[config.mk]
export PLATFORM = sky130hd
export DESIGN_NAME = path_component_xor_hash_top
export DESIGN_NICKNAME = d
export VERILOG_FILES = /design/src/design/pcxh_pkg.sv /design/src/design/pcxh_core.sv /design/src/design/path_component_xor_hash_top.sv
export VERILOG_INCLUDE_DIRS = /design/src /design/src/design
export SDC_FILE = /design/constraint.sdc
export NUM_CORES = 1
export LEC_CHECK = 0
export BUFFER_PORTS_ARGS = -buffer_cell sky130_fd_sc_hd__buf_2
export CAP_MARGIN = 20
export CORE_ASPECT_RATIO = 0.75
export CORE_MARGIN = 5
export CORE_UTILIZATION = 38
export DETAILED_ROUTE_END_ITERATION = 8
export PLACE_DENSITY = 0.6
export SYNTH_ARGS = -nofsm -noshare
export SYNTH_HDL_FRONTEND = slang
export SYNTH_SLANG_ARGS = --single-unit
[constraint.sdc]
create_clock -name clk_i -period 7.8 [get_ports clk_i]
set_input_delay 0.39 -clock clk_i [delete_from_list [all_inputs] [get_ports clk_i]]
set_output_delay 0.39 -clock clk_i [all_outputs]
set_load 0.01 [all_outputs]
[src/design/assert_macros.svh]
// Assertion macros shared by the path hash design files.
`ifndef ASSERT_MACROS_SVH
`define ASSERT_MACROS_SVH

// Same-cycle implication, disabled while reset is asserted.
`define ASSERT_IMPLIES(label, clk, rst_n, ante, cons, msg) \
  label: assert property (@(posedge clk) disable iff (!rst_n) (ante) |-> (cons)) \
    else $error(msg);

// Next-cycle implication, disabled while reset is asserted.
`define ASSERT_NEXT(label, clk, rst_n, ante, cons, msg) \
  label: assert property (@(posedge clk) disable iff (!rst_n) (ante) |=> (cons)) \
    else $error(msg);

`endif

[src/design/pcxh_pkg.sv]
// Package with types and constants of the path component XOR hash.
package pcxh_pkg;

  // Width of the hash, the seed and the digest.
  localparam int unsigned HashW = 64;

  // Default number of bytes packed into one full word.
  localparam int unsigned WordBytesDef = 8;

  // Separator and terminator bytes in path mode.
  localparam logic [7:0] SlashByte = 8'h2F;
  localparam logic [7:0] NulByte   = 8'h00;

  // Multiplying by nine is one shift by this amount plus an add.
  localparam int unsigned MulShift = 3;

  // Item kinds on the input channel.
  typedef enum logic [1:0] {
    KIND_START = 2'd0,
    KIND_DATA  = 2'd1,
    KIND_END   = 2'd2,
    KIND_RSVD  = 2'd3
  } kind_e;

  // One input beat as held in the input register.
  typedef struct packed {
    kind_e             kind;
    logic [7:0]        data_byte;
    logic [HashW-1:0]  seed;
    logic              split_mode;
  } item_t;

endpackage

[src/design/pcxh_core.sv]
// Hash state and its update logic for one registered input item.
`include "assert_macros.svh"

module pcxh_core
  import pcxh_pkg::*;
#(
  parameter int unsigned WORD_BYTES = WordBytesDef
) (
  input  logic             clk_i,
  input  logic             rst_ni,
  input  logic             fire_i,
  input  item_t            item_i,
  output logic [HashW-1:0] result_o
);

  localparam int unsigned CntW = $clog2(WORD_BYTES);

  // Hash state.
  logic [HashW-1:0]                  digest_q, digest_d;
  logic [HashW-1:0]                  hash_q, hash_d;
  logic [WORD_BYTES-1:0][7:0]        pend_q, pend_d;
  logic [CntW-1:0]                   cnt_q, cnt_d;
  logic [HashW-1:0]                  rest_q, rest_d;
  logic                              path_mode_q, path_mode_d;
  logic                              stopped_q, stopped_d;

  // Datapath terms.
  logic [7:0]                        b;
  logic                              is_data;
  logic                              live_path;
  logic                              take_byte;
  logic                              close_slash;
  logic                              set_stop;
  logic [HashW-1:0]                  close_sum;
  logic [HashW-1:0]                  closed;
  logic [WORD_BYTES-1:0][7:0]        pend_ins;
  logic                              word_full;
  logic [HashW-1:0]                  word_sum;
  logic [HashW-1:0]                  word_hash;
  logic [HashW-1:0]                  rest_new;

  // Byte classification against the current mode.
  assign b           = item_i.data_byte;
  assign is_data     = (item_i.kind == KIND_DATA);
  assign live_path   = is_data && path_mode_q && !stopped_q;
  assign take_byte   = (is_data && !path_mode_q)
                     || (live_path && (b != NulByte) && (b != SlashByte));
  assign close_slash = live_path && (b == SlashByte);
  assign set_stop    = live_path && (b == NulByte);

  // Closing a component folds in the big-endian tail kept in rest_q.
  assign close_sum = hash_q + rest_q;
  assign closed    = (cnt_q != '0) ? (close_sum + (close_sum << MulShift)) : hash_q;
  assign result_o  = digest_q ^ closed;

  // Little-endian packing of the current word and its hash when it fills.
  always_comb begin
    pend_ins        = pend_q;
    pend_ins[cnt_q] = b;
  end
  assign word_full = (cnt_q == CntW'(WORD_BYTES - 1));
  assign word_sum  = hash_q + HashW'(pend_ins);
  assign word_hash = word_sum + (word_sum << MulShift);

  // Tail value with sign-extended bytes, kept up to date on every byte.
  assign rest_new = (rest_q << 8) + {{(HashW-8){b[7]}}, b};

  // Next state for each item kind.
  always_comb begin
    digest_d    = digest_q;
    hash_d      = hash_q;
    pend_d      = pend_q;
    cnt_d       = cnt_q;
    rest_d      = rest_q;
    path_mode_d = path_mode_q;
    stopped_d   = stopped_q;
    unique case (item_i.kind)
      KIND_START: begin
        digest_d    = item_i.seed;
        path_mode_d = item_i.split_mode;
        stopped_d   = 1'b0;
        hash_d      = '0;
        pend_d      = '0;
        cnt_d       = '0;
        rest_d      = '0;
      end
      KIND_DATA: begin
        if (take_byte) begin
          if (word_full) begin
            hash_d = word_hash;
            pend_d = '0;
            cnt_d  = '0;
            rest_d = '0;
          end else begin
            pend_d = pend_ins;
            cnt_d  = cnt_q + CntW'(1);
            rest_d = rest_new;
          end
        end
        if (close_slash) begin
          digest_d = digest_q ^ closed;
          hash_d   = '0;
          pend_d   = '0;
          cnt_d    = '0;
          rest_d   = '0;
        end
        if (set_stop) begin
          stopped_d = 1'b1;
        end
      end
      KIND_END: begin
        digest_d  = '0;
        hash_d    = '0;
        pend_d    = '0;
        cnt_d     = '0;
        rest_d    = '0;
        stopped_d = 1'b0;
      end
      default: begin
      end
    endcase
  end

  // State registers, updated only when an item is processed.
  always_ff @(posedge clk_i or negedge rst_ni) begin
    if (!rst_ni) begin
      digest_q    <= '0;
      hash_q      <= '0;
      pend_q      <= '0;
      cnt_q       <= '0;
      rest_q      <= '0;
      path_mode_q <= 1'b0;
      stopped_q   <= 1'b0;
    end else if (fire_i) begin
      digest_q    <= digest_d;
      hash_q      <= hash_d;
      pend_q      <= pend_d;
      cnt_q       <= cnt_d;
      rest_q      <= rest_d;
      path_mode_q <= path_mode_d;
      stopped_q   <= stopped_d;
    end
  end

  // A NUL stop can only exist in path mode.
  `ASSERT_IMPLIES(a_stop_needs_path, clk_i, rst_ni, stopped_q, path_mode_q, "stop outside path mode")

  // An end item leaves an empty component and a cleared digest.
  `ASSERT_NEXT(a_end_clears, clk_i, rst_ni, fire_i && (item_i.kind == KIND_END), (cnt_q == '0) && (hash_q == '0) && (digest_q == '0), "end item did not clear state")

  // A slash in live path mode always leaves an empty component.
  `ASSERT_NEXT(a_slash_clears, clk_i, rst_ni, fire_i && close_slash, (cnt_q == '0) && (rest_q == '0), "slash did not close component")

endmodule

[src/design/path_component_xor_hash_top.sv]
// Path component XOR hash: stream a path or name a byte per beat and emit a 64-bit digest.
//
// Input channel (in_valid_i / in_stall_o): one beat per cycle while in_stall_o is low.
// kind_i selects a start beat (seed_i and split_mode_i load the digest and mode), a data
// beat (data_byte_i) or an end beat. Kind three is dropped with no result.
// Output channel (out_valid_o / out_stall_i): one digest_o beat for each end beat.
// A beat moves on a rising edge where valid is high and stall is low.
// An accepted beat sits in the input register, and the core works on it there. The edge
// that updates the hash state also loads an end beat's digest into the result register and
// raises out_valid_o. Throughput: one beat per cycle while in_stall_o is low; a full word or
// a closed component updates the hash with one shift-and-add multiply by nine between the
// input register and the state and result registers.
// When the receiver stalls, the held digest stays put; data and start beats keep flowing,
// and an end beat waits in the input register, which then raises in_stall_o.
// Reset clears the hash state to seed zero in name mode and empties both registers.
`include "assert_macros.svh"

module path_component_xor_hash_top
  import pcxh_pkg::*;
#(
  parameter int unsigned WORD_BYTES = WordBytesDef
) (
  input  logic             clk_i,
  input  logic             rst_ni,
  input  logic             in_valid_i,
  output logic             in_stall_o,
  input  logic [1:0]       kind_i,
  input  logic [7:0]       data_byte_i,
  input  logic [HashW-1:0] seed_i,
  input  logic             split_mode_i,
  output logic             out_valid_o,
  input  logic             out_stall_i,
  output logic [HashW-1:0] digest_o
);

  logic             s1_valid_q, s1_valid_d;
  item_t            s1_item_q;
  logic             in_accept;
  logic             fire;
  logic             fire_end;
  logic             out_valid_q, out_valid_d;
  logic [HashW-1:0] digest_q;
  logic [HashW-1:0] core_result;

  // An end beat needs a free result register; other kinds always proceed.
  assign fire       = s1_valid_q
                    && ((s1_item_q.kind != KIND_END) || !out_valid_q || !out_stall_i);
  assign fire_end   = fire && (s1_item_q.kind == KIND_END);
  assign in_stall_o = s1_valid_q && !fire;
  assign in_accept  = in_valid_i && !in_stall_o;

  // Input register occupancy.
  always_comb begin
    s1_valid_d = s1_valid_q;
    if (in_accept) begin
      s1_valid_d = 1'b1;
    end else if (fire) begin
      s1_valid_d = 1'b0;
    end
  end

  // Result register occupancy.
  always_comb begin
    out_valid_d = out_valid_q;
    if (fire_end) begin
      out_valid_d = 1'b1;
    end else if (!out_stall_i) begin
      out_valid_d = 1'b0;
    end
  end

  always_ff @(posedge clk_i or negedge rst_ni) begin
    if (!rst_ni) begin
      s1_valid_q  <= 1'b0;
      out_valid_q <= 1'b0;
    end else begin
      s1_valid_q  <= s1_valid_d;
      out_valid_q <= out_valid_d;
    end
  end

  // Payload registers.
  always_ff @(posedge clk_i) begin
    if (in_accept) begin
      s1_item_q.kind       <= kind_e'(kind_i);
      s1_item_q.data_byte  <= data_byte_i;
      s1_item_q.seed       <= seed_i;
      s1_item_q.split_mode <= split_mode_i;
    end
    if (fire_end) begin
      digest_q <= core_result;
    end
  end

  pcxh_core #(
    .WORD_BYTES (WORD_BYTES)
  ) u_core (
    .clk_i    (clk_i),
    .rst_ni   (rst_ni),
    .fire_i   (fire),
    .item_i   (s1_item_q),
    .result_o (core_result)
  );

  assign out_valid_o = out_valid_q;
  assign digest_o    = digest_q;

  // A processed end beat always leaves a digest waiting.
  `ASSERT_NEXT(a_end_gives_result, clk_i, rst_ni, fire_end, out_valid_q, "end beat lost")

  // A new digest appears only after an end beat was processed.
  `ASSERT_IMPLIES(a_result_from_end, clk_i, rst_ni, $rose(out_valid_q), $past(fire_end), "digest without end beat")

  // A full, stalled result register holds back a pending end beat.
  `ASSERT_IMPLIES(a_end_backpressure, clk_i, rst_ni, s1_valid_q && (s1_item_q.kind == KIND_END) && out_valid_q && out_stall_i, in_stall_o && !fire, "end beat overran result")

endmodule
[After elaboration in Yosys (flattened, before gate mapping)]
Cells that the tools add are included.
Cells by class
  add/subtract/negate cells: 6
  magnitude comparators: 2
  equal/unequal tests: 11
  multiplexer cells: 28
  bitwise operators: 1
  reductions and logical operators: 34
Operators with widths (count)
  $mux 64: 11
  $pmux 64 s2: 3
  $add 64x64->64: 5
  $pmux 64 s3: 1
  $bwmux 64: 1
  $xor 64x64->64: 1
  $demux 8 s3: 1
  $logic_and 1x1->1: 12
  $mux 3: 3
  $reduce_and 3->1: 3
  $eq 8x6->1 const B: 1
  $logic_not 8->1: 1
  $mux 8: 1
  $ne 8x6->1 const B: 1
  $reduce_bool 8->1: 1
  $logic_not 1->1: 6
  $ne 2x2->1 const B: 3
  $ne 3x3->1 const B: 2
  $pmux 3 s2: 1
  $reduce_bool 3->1: 2
  $mux 1: 5
  $lt 3x4->1 const B: 1
  $reduce_and 4->1: 1
  $reduce_bool 2->1: 2
  other kinds (11): 13
Word-level totals
  bits in registers: 402
  output and inout port bits: 66
  logic and storage cells: 103

[Depth between registers and ports, before layout]
  word-level depth: 11
  depth in mapped cells: 32
  mapped depth without buffers: 32

[By module]
A second synthesis with hierarchy kept.
Second synthesis, totals
  cell total of the unflattened synthesis: 3715
  area total of the unflattened synthesis: 33169.3 µm²
Modules (own cells, without submodules)
  pcxh_core: instances 1, cells an instance 3564, area an instance 28881.4 µm², sequential area each 6531.3 µm²
  path_component_xor_hash_top: instances 1, cells an instance 151, area an instance 4287.9 µm², sequential area each 4224.1 µm²

[Least setup slack after synthesis]
OpenSTA, ideal clock, no wires.
  kind: flip-flop to flip-flop
  start point: register u_core.rest_q[0]
  end point: register u_core.digest_q[48]
  arrival: 6669 ps
  required time: 7731 ps
  setup slack: 1063 ps
  cell stages (with the launch flop): 32
  buffers on the path: 1
  clock period less this slack: 6737 ps
  cells stage by stage: dfrtp_1 ha_1 fa_1 a211oi_1 nor2_1 o221a_2 a211o_1 a31o_2 a211o_1 a21oi_1 o21ai_0 a21oi_1 o21bai_1 a21oi_1 o21ai_0 a21o_1 a21oi_1 xnor2_1 ha_1 clkbuf_1 a21oi_1 o21bai_1 a21oi_1 or4b_2 a211oi_1 o31ai_1 or2_1 xnor2_1 nand2_1 o21ai_0 or4_1 nand3_1
Between the ends
  cells in the longest elaborated chain, start to end: 6
RTL lines
  start: declaration: line pcxh_core.sv:23  | logic [HashW-1:0] rest_q, rest_d;
  start signal: assignment: line pcxh_core.sv:139  | rest_q <= rest_d;
  $add 64x64->64: line pcxh_core.sv:52  | assign close_sum = hash_q + rest_q;
  $add 64x64->64: line pcxh_core.sv:53  | assign closed = (cnt_q != '0) ? (close_sum + (close_sum << MulShift)) : hash_q;
  $mux 64: line pcxh_core.sv:53
  $xor 64x64->64: line pcxh_core.sv:101  | digest_d = digest_q ^ closed;
  $mux 64: line pcxh_core.sv:100  | if (close_slash) begin
  $pmux 64 s3: line pcxh_core.sv:77  | unique case (item_i.kind)
  end signal: assignment: line pcxh_core.sv:135  | digest_q <= digest_d;
  end: declaration: line pcxh_core.sv:19  | logic [HashW-1:0] digest_q, digest_d;
No other way between the ends. The select of a mux whose other input is x is not followed.
A chain may end at the register's enable or synchronous reset.

[Worst setup path after layout]
  start point: register u_core.hash_q[0]
  end point: register u_core.digest_q[48]
Between the ends
  cells in the longest elaborated chain, start to end: 6
RTL lines
  start: declaration: line pcxh_core.sv:20  | logic [HashW-1:0] hash_q, hash_d;
  start signal: assignment: line pcxh_core.sv:136  | hash_q <= hash_d;
  $add 64x64->64: line pcxh_core.sv:52
  $add 64x64->64: line pcxh_core.sv:53
  $mux 64: line pcxh_core.sv:53
  $xor 64x64->64: line pcxh_core.sv:101
  $mux 64: line pcxh_core.sv:100
  $pmux 64 s3: line pcxh_core.sv:77
No other way between the ends. The select of a mux whose other input is x is not followed.

==> reports/results.txt <==
Iteration-0 DRC Markers -> 2344
Die Y -> 266 um
CTS tree -> built
Number of cell rows -> 93
Post-detail-place hpwl -> 78800 um
Crit path DAT -> 7.91 ns
Cell Pwr Density -> 500 nW/um2
Fin. max-slew vios -> 0
Fill count -> 8375
Crit path required time -> 8.29 ns
Final Hold Viols -> 0
First-pass detailed-route iteration total -> 5
Startpoint Class -> flop
Worst Setup SP -> u_core.hash_q[0]
Worst R2R Start -> u_core.hash_q[0]
Cell Area, Synth -> 33100 um2
Yosys warns -> 0
Total CTS buffers -> 46
Measured slew at the worst slew-check pin -> 1.05 ns
Nets -> 4231
Max cap viols -> 0
Syn nets -> 4085
Gr ovfl total -> 0
CTS root buf -> clkbuf_16
Core ar. -> 86100 um2
I/O Buffers -> 144
Num ports -> 145
Synthesized area per cell -> 8.97 um2
Share of flip-flops with an asynchronous set or reset -> 65.4%
Number of distinct library cells after synthesis -> 102
Post-route ant nets -> 0
DP Area -> 35100 um2
Critical-path top delay cell -> or4b_2
Area grow syn2layout -> 12.7%
CTS max path bufs -> 3
Later-pin clock latency in the skew report -> 0.59 ns
Gate count of the mapped netlist -> 3693
Maximum vdd drop -> 0.217 mV
H-tree levels -> 2
Die area -> 93200 um2
Routed len/inst -> 20.5 um
Post-synth EDFFs -> 139
Pre-CTS setup slack -> 0.331 ns
Skew final -> 0.0371 ns
Hold Crit Class -> input port to flop
Sequential-to-total area share from yosys stat -> 32.5%
LEAKAGE -> 17.1 nW
Most frequent CP cell -> a21oi_1
Tot GR Track Use -> 21.1%
Crit path time final -> 7.42 ns
Worst Path Class, Setup -> flop to flop
Crit end category -> flop
Clock sinks -> 402
Clk pin slew, worst setup/hold paths -> 0.06 ns
Vias -> 29000
Largest net degree at the start of global routing -> 125
Initial antenna violation count -> 2
Final Wtd Congestion -> 0.930
Slew headroom -> 30.1%
Worst hold start -> in_valid_i
Drc violations -> 0
CP max FO -> 9
Post-Layout Cell Count -> 5013
Worst stage delay on the critical path -> 0.62 ns
Seq cells post-synth -> 402
Starting Density -> 38.5%
Design Area, Final -> 37300 um2
Drt total wl -> 103000 um
Status -> completed
Dpl cells -> 4861
Postcts setup bufs -> 0
First-pass GRT wire length -> 158000 um
Min setup slack post-route -> 0.380 ns
Die X -> 351 um
Top FF cell, synth -> dfrtp_1
Vias/cell -> 5.78
Fin crit share -> 95.1%
Max Clock Freq -> 0.135 GHz
Vias in the first global route -> 27200
Final setup viols -> 0
Layout cell share with drive strength beyond 1 -> 10.2%
ANT cells -> 0
## path summary, 6_finish.rpt
kind / endpoint / slack, ns / depth (start not counted)
max in group asynchronous: u_core.hash_q[11] / 6.04 / 3
setup reg to reg: u_core.digest_q[48] / 0.38 / 30
min in group asynchronous: u_core.digest_q[57] / 0.41 / 2
hold / removal: s1_valid_q / 0.03 / 2
setup / recovery: u_core.digest_q[48] / 0.38 / 30
hold reg to reg: u_core.digest_q[54] / 0.49 / 2
## critical path, delay by kind of cell (launching register included)
kind / cells / cell delay (ns)
AO/OA/AOI/OAI: 19 / 3.86
AND/OR/NAND/NOR: 6 / 1.68
adder cells (fa/ha/maj): 3 / 1.06
flip-flops: 1 / 0.42
XOR/XNOR: 2 / 0.32
## state kept, by name, summed over array words and instances (netlist names), 3 cells and up
name / flops
digest_o: 64
s1_item_q: 75
u_core.cnt_q: 3
u_core.digest_q: 64
u_core.hash_q: 64
u_core.pend_q: 64
u_core.rest_q: 64
## cell families after synthesis
kind of cell / count (synthesis) / synth area share [%]
flip-flops: 402 / 32.5
adder cells (fa/ha/maj): 313 / 11.9
multiplexers: 81 / 2.74
buffers and inverters: 270 / 3.13
AND/OR/NAND/NOR: 960 / 13.7
AO/OA/AOI/OAI: 1313 / 26.5
XOR/XNOR: 354 / 9.53
## repair_timing
item,in CTS,in global routing
endpoints found under the setup margin,0,14
hold buffers,70,0
hold endpoints to repair,153,0
gates resized for setup,0,7
## placed cells by master (no fill, tap or decap), types with 14 or more instances in the layout
cell           Yosys  routed
a211oi_1          37      36
a21o_1           176     176
a21oi_1          355     355
a221oi_1          38      38
a22o_1           129     129
a31oi_1           35      35
and2_1            25      23
and3_1            35      34
buf_2             13     143
buf_4              0      55
clkbuf_16          0      46
dfrtp_1          263     263
dlygate4sd3_1      0      70
edfxtp_1         139     139
ha_1             308     307
inv_1             96      96
mux2_2            67      67
nand2_1          298     298
nand2b_1          36      35
nand3_1           75      75
nand4_1           54      54
nor2_1           267     266
nor2b_1           34      33
nor3_1            61      60
o211ai_1          21      21
o21a_1            21      21
o21ai_0          238     236
o21ai_1           21      23
o21bai_1          54      53
o22ai_1           14      14
o31ai_1           34      32
or3_1             17      16
xnor2_1          212     212
xor2_1           138     138
## power breakdown
part / switching, mW / internal (mW) / leakage, nW
Combinational: 7.84 / 5.14 / 11.6
Clock: 0.914 / 1.27 / 0.735
Sequential: 0.621 / 2.88 / 4.75
## through the flow
stage	setup TNS [ns]	total power, mW	utilization (%)	hold WS (ns)
final	0	18.7	43.3	0.0298
after global placement	0	16.2	40.8	0.447
after floorplan	0	12.9	-	0.0944
after global routing	-0.0682	20.2	43.3	0.0122
after CTS	0	18.5	43.3	0.00308
after detailed placement	0	16.2	40.8	0.458
## cell type report
class | count | area [um2] | area share (%)
tap | 1140 | 1430 | 3.82
clock buffer | 63 | 1310 | 3.50
clock inverter | 19 | 190 | 0.510
timing repair buffer | 270 | 1860 | 5.00
inverter | 98 | 368 | 0.986
multi-input combinational | 3021 | 21400 | 57.4
sequential | 402 | 10800 | 28.8
## per-layer routing
metal	vias to the layer above	GRT usage (%)	wire length [um]
met2	834	29.5	40600
met1	14000	33.8	53100
met3	87	3.91	7640
li1	14100	-	-
met5	-	0	0
met4	0	3.54	1640
## cells in the mapped netlist, drive strengths merged, types with 9 or more instances
cell type,count,area share [%]
o211ai,22,0.51
nand2,298,3.4
a211oi,39,0.91
a31oi,36,0.70
o21bai,54,1.2
nand4,55,1.1
o21a,21,0.48
a21oi,358,5.4
buf,22,0.32
clkbuf,150,1.7
o22ai,15,0.32
inv,97,1.1
nor2,267,3.0
edfxtp,139,13
o21ai,259,3.9
dfrtp,263,20
nor3,63,0.98
and3,35,0.66
a21o,176,4.0
and4,10,0.27
a221oi,38,1.0
xor2,138,3.7
a211o,9,0.24
nor2b,34,0.64
mux2i,14,0.46
xnor2,212,5.6
a22o,129,3.4
nand2b,36,0.68
or3,17,0.32
nor4,10,0.21
and2,25,0.47
ha,308,12
a2111oi,11,0.39
mux2,67,2.3
a221o,9,0.27
o31ai,34,0.77
nand3,75,1.1
No activity file was read; power rests on OpenSTA's default activity.
